### src/dtce_pkg.sv
// Shared types, constants and calendar tables for the datetime check and encode unit.
package dtce_pkg;

    localparam int unsigned IN_DATA_W  = 40;
    localparam int unsigned OUT_DATA_W = 48;

    localparam logic [11:0] YEAR_MIN      = 12'd2000;
    localparam logic [11:0] YEAR_MAX      = 12'd2099;
    localparam logic [6:0]  FAT_YEAR_BIAS = 7'd20;
    localparam logic [4:0]  HOUR_MAX      = 5'd23;
    localparam logic [5:0]  MINUTE_MAX    = 6'd59;
    localparam logic [5:0]  SECOND_MAX    = 6'd59;
    localparam logic [2:0]  SUNDAY        = 3'd7;
    localparam logic [7:0]  PRE_MARCH_1999 = 8'd5;

    typedef struct packed {
        logic [5:0]  second;
        logic [5:0]  minute;
        logic [4:0]  hour;
        logic [4:0]  day;
        logic [3:0]  month;
        logic [11:0] year;
    } t_dt_in;

    function automatic logic [4:0] month_days(input logic [3:0] month, input logic leap);
        logic [4:0] d;
        case (month)
            4'd1, 4'd3, 4'd5, 4'd7, 4'd8, 4'd10, 4'd12: d = 5'd31;
            4'd4, 4'd6, 4'd9, 4'd11:                    d = 5'd30;
            4'd2:                                       d = leap ? 5'd29 : 5'd28;
            default:                                    d = 5'd0;
        endcase
        return d;
    endfunction

    function automatic logic [2:0] month_offset(input logic [3:0] month);
        logic [2:0] o;
        case (month)
            4'd1:    o = 3'd0;
            4'd2:    o = 3'd3;
            4'd3:    o = 3'd2;
            4'd4:    o = 3'd5;
            4'd5:    o = 3'd0;
            4'd6:    o = 3'd3;
            4'd7:    o = 3'd5;
            4'd8:    o = 3'd1;
            4'd9:    o = 3'd4;
            4'd10:   o = 3'd6;
            4'd11:   o = 3'd2;
            4'd12:   o = 3'd4;
            default: o = 3'd0;
        endcase
        return o;
    endfunction

    function automatic logic [2:0] mod7(input logic [7:0] x);
        logic [15:0] p;
        logic [7:0]  q;
        logic [7:0]  r;
        p = 16'(x) * 16'd73;
        q = {1'b0, p[15:9]};
        r = x - 8'(q * 8'd7);
        if (r >= 8'd7) begin
            r = r - 8'd7;
        end
        return r[2:0];
    endfunction

endpackage

### src/datetime_check_and_encode_unit.sv
// Top level: two-register datetime check, weekday and FAT timestamp encoder.
// Takes one date/time word per cycle on the slave stream while the output is not stalled
// (throughput one word per clock) and returns one result word per input word on the master
// stream, via the input and result registers. The result register advances when empty or
// being taken, the input register when empty or when the result register advances. valid_res
// travels in tuser; when it is low, weekday, year_offset and fat_stamp are zero. Years 2000
// to 2099, Gregorian leap rules, weekday 1 = Monday to 7 = Sunday, FAT seconds halved.
module datetime_check_and_encode_unit (
    input  logic                             i_clk,
    input  logic                             i_rst_n,
    input  logic                             s_axis_tvalid,
    output logic                             s_axis_tready,
    // year[11:0], month[15:12], day[20:16], hour[25:21], minute[31:26], second[37:32]
    input  logic [dtce_pkg::IN_DATA_W-1:0]   s_axis_tdata,
    output logic                             m_axis_tvalid,
    input  logic                             m_axis_tready,
    // weekday[2:0], year_offset[9:3], fat_stamp[41:10]
    output logic [dtce_pkg::OUT_DATA_W-1:0]  m_axis_tdata,
    // valid_res[0]
    output logic                             m_axis_tuser
);
    import dtce_pkg::*;

    logic       r_in_valid;
    t_dt_in     r_in;
    logic       r_out_valid;
    logic       r_valid_res;
    logic [2:0] r_weekday;
    logic [6:0] r_year_offset;
    logic [31:0] r_fat_stamp;

    logic        out_en;
    logic        in_en;
    logic        n_valid_res;
    logic [2:0]  n_weekday;
    logic [6:0]  n_year_offset;
    logic [31:0] n_fat_stamp;

    logic       year_ok;
    logic       month_ok;
    logic       day_ok;
    logic       time_ok;
    logic       leap;
    logic       early;
    logic [6:0] year_off;
    logic [6:0] adj_year;
    logic [4:0] mlen;
    logic [7:0] base;
    logic [7:0] sum;
    logic [2:0] rem;

    assign out_en        = !r_out_valid || m_axis_tready;
    assign in_en         = !r_in_valid || out_en;
    assign s_axis_tready = in_en;

    always_comb begin
        year_ok  = (r_in.year >= YEAR_MIN) && (r_in.year <= YEAR_MAX);
        month_ok = r_in.month inside {[4'd1:4'd12]};
        year_off = 7'(r_in.year - YEAR_MIN);
        leap     = (year_off[1:0] == 2'b00);
        mlen     = month_days(r_in.month, leap);
        day_ok   = (r_in.day != 5'd0) && (r_in.day <= mlen);
        time_ok  = (r_in.hour <= HOUR_MAX) && (r_in.minute <= MINUTE_MAX)
                && (r_in.second <= SECOND_MAX);
        early    = (r_in.month < 4'd3);
        adj_year = year_off - {6'd0, early};
        if (early && (year_off == 7'd0)) begin
            base = PRE_MARCH_1999;
        end else begin
            base = {1'b0, adj_year} + {3'd0, adj_year[6:2]};
        end
        sum = base + {5'd0, month_offset(r_in.month)} + {3'd0, r_in.day};
        rem = mod7(sum);

        n_valid_res = year_ok && month_ok && day_ok && time_ok;
        if (n_valid_res) begin
            n_weekday     = (rem == 3'd0) ? SUNDAY : rem;
            n_year_offset = year_off;
            n_fat_stamp   = {year_off + FAT_YEAR_BIAS, r_in.month, r_in.day, r_in.hour,
                             r_in.minute, r_in.second[5:1]};
        end else begin
            n_weekday     = 3'd0;
            n_year_offset = 7'd0;
            n_fat_stamp   = 32'd0;
        end
    end

    always_ff @(posedge i_clk) begin
        if (!i_rst_n) begin
            r_in_valid  <= 1'b0;
            r_out_valid <= 1'b0;
        end else begin
            if (in_en) begin
                r_in_valid <= s_axis_tvalid;
            end
            if (out_en) begin
                r_out_valid <= r_in_valid;
            end
        end
    end

    always_ff @(posedge i_clk) begin
        if (in_en && s_axis_tvalid) begin
            r_in <= t_dt_in'(s_axis_tdata[$bits(t_dt_in)-1:0]);
        end
        if (out_en && r_in_valid) begin
            r_valid_res   <= n_valid_res;
            r_weekday     <= n_weekday;
            r_year_offset <= n_year_offset;
            r_fat_stamp   <= n_fat_stamp;
        end
    end

    assign m_axis_tvalid = r_out_valid;
    assign m_axis_tuser  = r_valid_res;
    assign m_axis_tdata  = {(OUT_DATA_W - 42)'(0), r_fat_stamp, r_year_offset, r_weekday};

endmodule

### config.mk
export PLATFORM = sky130hd
export DESIGN_NAME = datetime_check_and_encode_unit
export DESIGN_NICKNAME = d
export VERILOG_FILES = /design/src/dtce_pkg.sv /design/src/datetime_check_and_encode_unit.sv
export SDC_FILE = /design/constraint.sdc
export NUM_CORES = 1
export LEC_CHECK = 0
export ABC_AREA = 1
export BUFFER_PORTS_ARGS = -buffer_cell sky130_fd_sc_hd__buf_4
export CAP_MARGIN = 30
export CORE_ASPECT_RATIO = 0.8
export CORE_UTILIZATION = 44
export DETAILED_ROUTE_END_ITERATION = 7
export HOLD_SLACK_MARGIN = 0.02
export PLACE_DENSITY = 0.69
export RECOVER_POWER = 50
export SYNTH_ARGS = -nofsm -noshare
export SYNTH_HDL_FRONTEND = slang
export SYNTH_SLANG_ARGS = --single-unit
### constraint.sdc
create_clock -name i_clk -period 8.65 [get_ports i_clk]
set_clock_uncertainty 0.15 [all_clocks]
set_input_delay 1.73 -clock i_clk [delete_from_list [all_inputs] [get_ports i_clk]]
set_output_delay 1.73 -clock i_clk [all_outputs]
set_load 0.02 [all_outputs]
==> impl_results.md <==
* Routed WL at 12.68 mm
* Clk sink count at 83
* Busiest grt layer: met2
* CP max-delay cell: fa_1
* Routed via count at 4,520
* RSZ-0062 raised after global routing: yes
* CTS Buffer Depth at 2
* FF+latch count, synth at 83
* Critical Path Source: r_in[12]$_DFFE_PP_
* Vias in the first global route at 4,318
* Most common cell after layout, fill and taps aside: buf_4
* Initial Utilization at 45.61%
* Initial antenna violation count at 0
* Total GRT Usage at 19.23%
* R2R depth at 53
* Full die area at 13,210 um2
* Die width at 128.2 um
* Post-DRT Antenna Nets at 0
* Status: finished, violations left
* Buffers on Ports at 85
* M1 GR Usage at 24.30%
* Number of buffers created by CTS at 9
* H-tree depth at 3
* Final critical-path share of the clock period at 100.2%
* Reg2reg start: r_in[12]$_DFFE_PP_
* Worst setup path endpoint: r_weekday[1]$_SDFFCE_PN0P_
* Seq. cell area at 2442 um2
* Worst Path Required at 8.58 ns
* Core area at 12,300 um2
* Maxcap violations at 1
* Worst Setup Start Kind: flop
* Via density at 4.809
* Yosys top cell by area: edfxtp_1
* Top cell type's share of synthesized area at 41.76%
* DRC Markers at 0
* Reg2Reg Capture Point: r_weekday[1]$_SDFFCE_PN0P_
* Final hold vios at 0
* Boundary Pins at 95
* Largest net degree at the start of global routing at 42
* Routed len/inst at 13.49 um
* Crit end category: flop
* Clock transition at path regs at 0.06 ns
* Finish-stage setup viols at 1
* Critical path arrival at 8.60 ns
* Fill cells at 966
* Die Span Y at 103.0 um
* CP bufs+invs at 11
* Synth Flop Type: edfxtp_1
* ANT cells at 0
* CP max stage delay at 0.59 ns
* PnR worst setup slack at -0.01961 ns
* First-pass GRT wire length at 19.60 mm
* GRT met2 Usage at 33.60%
* Post-synth EDFFs at 78
* Area of the multi-input gates at 3136 um2
* Final Critical Period at 8.670 ns
* Synth-to-Final Area Change at 36.58%
* FP Rows at 36
* CTS tree: built
* Placement Cell Area at 6924 um2
* Top post-synthesis cells by area: edfxtp_1 (42%), ha_1 (16%), inv_1 (6.6%)
* Mapped Cells at 596
* Violated checks: max-capacitance violations, max-slew violations, negative setup slack
* Final slew viol count at 42
* Sequential area share after synthesis at 43.54%
* Clk_lat worst skew at 0.34 ns
* Tightest Pin Transition at 2.201 ns
* Hold-fix buffers, CTS at 0
* Grt total ovfl at 0
* Post-route cell area at 7661 um2
* Ys Warns at 0
* Hold Path Class: reg2reg
* WS Path Type: reg2reg
* Worst reg-to-reg setup slack at -0.02 ns
* Async set-reset flop share out of synthesis at 0%
* Max-slew headroom at -46.76%
* Share of cells above drive strength 1 at 33.81%
* DR pass1 iterations at 4
* Crit path depth at 53
* Most frequent cells in the layout: buf_4 (104), inv_1 (90), nand2_1 (78), edfxtp_1 (78), nor2_1 (53)
* Fmax at 0.1153 GHz
* Root Driver: clkbuf_16
* Met3 Use GR at 3.788%
* Synthesized area at 5609 um2
* GPL Wtd Cong at 0.8268
* HPWL Detailed at 9.521 mm
* CP top delay family: adder cells
* Final nets at 888
* Worst Path Max Fanout at 5
* Avg Inst Size Synth at 9.411 um2
* Unique masters post-synth at 41
* Initial drt markers at 254
## synthesized netlist by cell type, drive strengths merged, types with 2 or more instances
master   instances
a211oi           3
a21o             2
o21ai           19
nand2          105
xor2            18
nor2            62
fa              10
edfxtp          78
and2             2
xnor2            7
o2111ai          2
dfxtp            5
ha              70
nand3           29
inv            106
nand4            7
clkbuf           4
nor4             2
or2              2
o21a             2
nand3b           2
a21oi           38
buf              9
nor3             5
## cells by family (layout without fill, tap and decap cells)
group           count (synthesis)  in the layout  synth area share [%]
compound gates                 71             71                 7.160
xor+xnor                       25             25                 4.238
buf+inv                       120            288                 8.588
flops                          83             83                 43.54
fa+ha+maj                      80             80                 19.18
other cells                     1              6               0.06686
simple gates                  216            216                 17.22
## worst min-delay path: stages (launching register included)
cell and delay (ns):
dfxtp_1 0.36, nand2_1 0.09, a21oi_1 0.05
## worst min-delay path by stage
stage | slack, ns | endpoint | from | depth (start not counted)
after floorplan | 0.30 | m_axis_tvalid$_SDFFE_PN0P_ | r_in_valid$_SDFFE_PN0N_ | 2
after CTS | 0.39 | m_axis_tvalid$_SDFFE_PN0P_ | m_axis_tvalid$_SDFFE_PN0P_ | 2
after global routing | 0.42 | m_axis_tvalid$_SDFFE_PN0P_ | m_axis_tvalid$_SDFFE_PN0P_ | 2
after detailed placement | 0.38 | m_axis_tvalid$_SDFFE_PN0P_ | r_in_valid$_SDFFE_PN0N_ | 2
after global placement | 0.36 | m_axis_tvalid$_SDFFE_PN0P_ | m_axis_tvalid$_SDFFE_PN0P_ | 2
final | 0.40 | m_axis_tvalid$_SDFFE_PN0P_ | m_axis_tvalid$_SDFFE_PN0P_ | 2
## what timing repair did
item,CTS,global route
setup endpoints to repair,3,3
pin swaps,35,50
gates resized for setup,47,34
setup buffers,10,8
## per-stage QoR
| stage | hold WS [ns] | utilization, % | cells | TNS (ns) | worst slack (ns) |
|---|---|---|---|---|---|
| after floorplan | 0.2973 | - | 601 | 0 | 0.02241 |
| after global placement | 0.3646 | 56.31 | 908 | -0.9656 | -0.3501 |
| after detailed placement | 0.3786 | 56.31 | 908 | -1.492 | -0.5338 |
| after CTS | 0.3942 | 61.43 | 933 | 0 | 0.01140 |
| after global routing | 0.4161 | 62.30 | 940 | -1.403 | -0.5006 |
| final | 0.3959 | 62.30 | 940 | -0.01961 | -0.01961 |
## state kept, by name, indices dropped and copies added, names as in the netlist, named ones only
register	count
r_fat_stamp	30
m_axis_tvalid	1
r_year_offset	7
m_axis_tuser	1
r_in_valid	1
r_in	37
r_weekday	3
## area by class of cell
cell class | count | share of cell area [%]
Timing Repair Buffer | 165 | 15.09
Clock buffer | 10 | 3.119
Tap cell | 171 | 2.793
Inverter | 107 | 5.243
Multi-Input combinational cell | 398 | 40.93
Sequential cell | 83 | 31.88
Clock inverter | 6 | 0.9472
## routing by layer
layer | part of all wire [%] | vias to the layer above | wire length (um)
met4 | 1.1 | 0 | 138
met3 | 3.6 | 12 | 451
li1 | - | 2294 | -
met2 | 50 | 95 | 6294
met5 | 0 | - | 0
met1 | 46 | 2119 | 5791
Power is not shown: default switching activity piles up to over one toggle a cycle in this logic, so the estimate is an artifact.
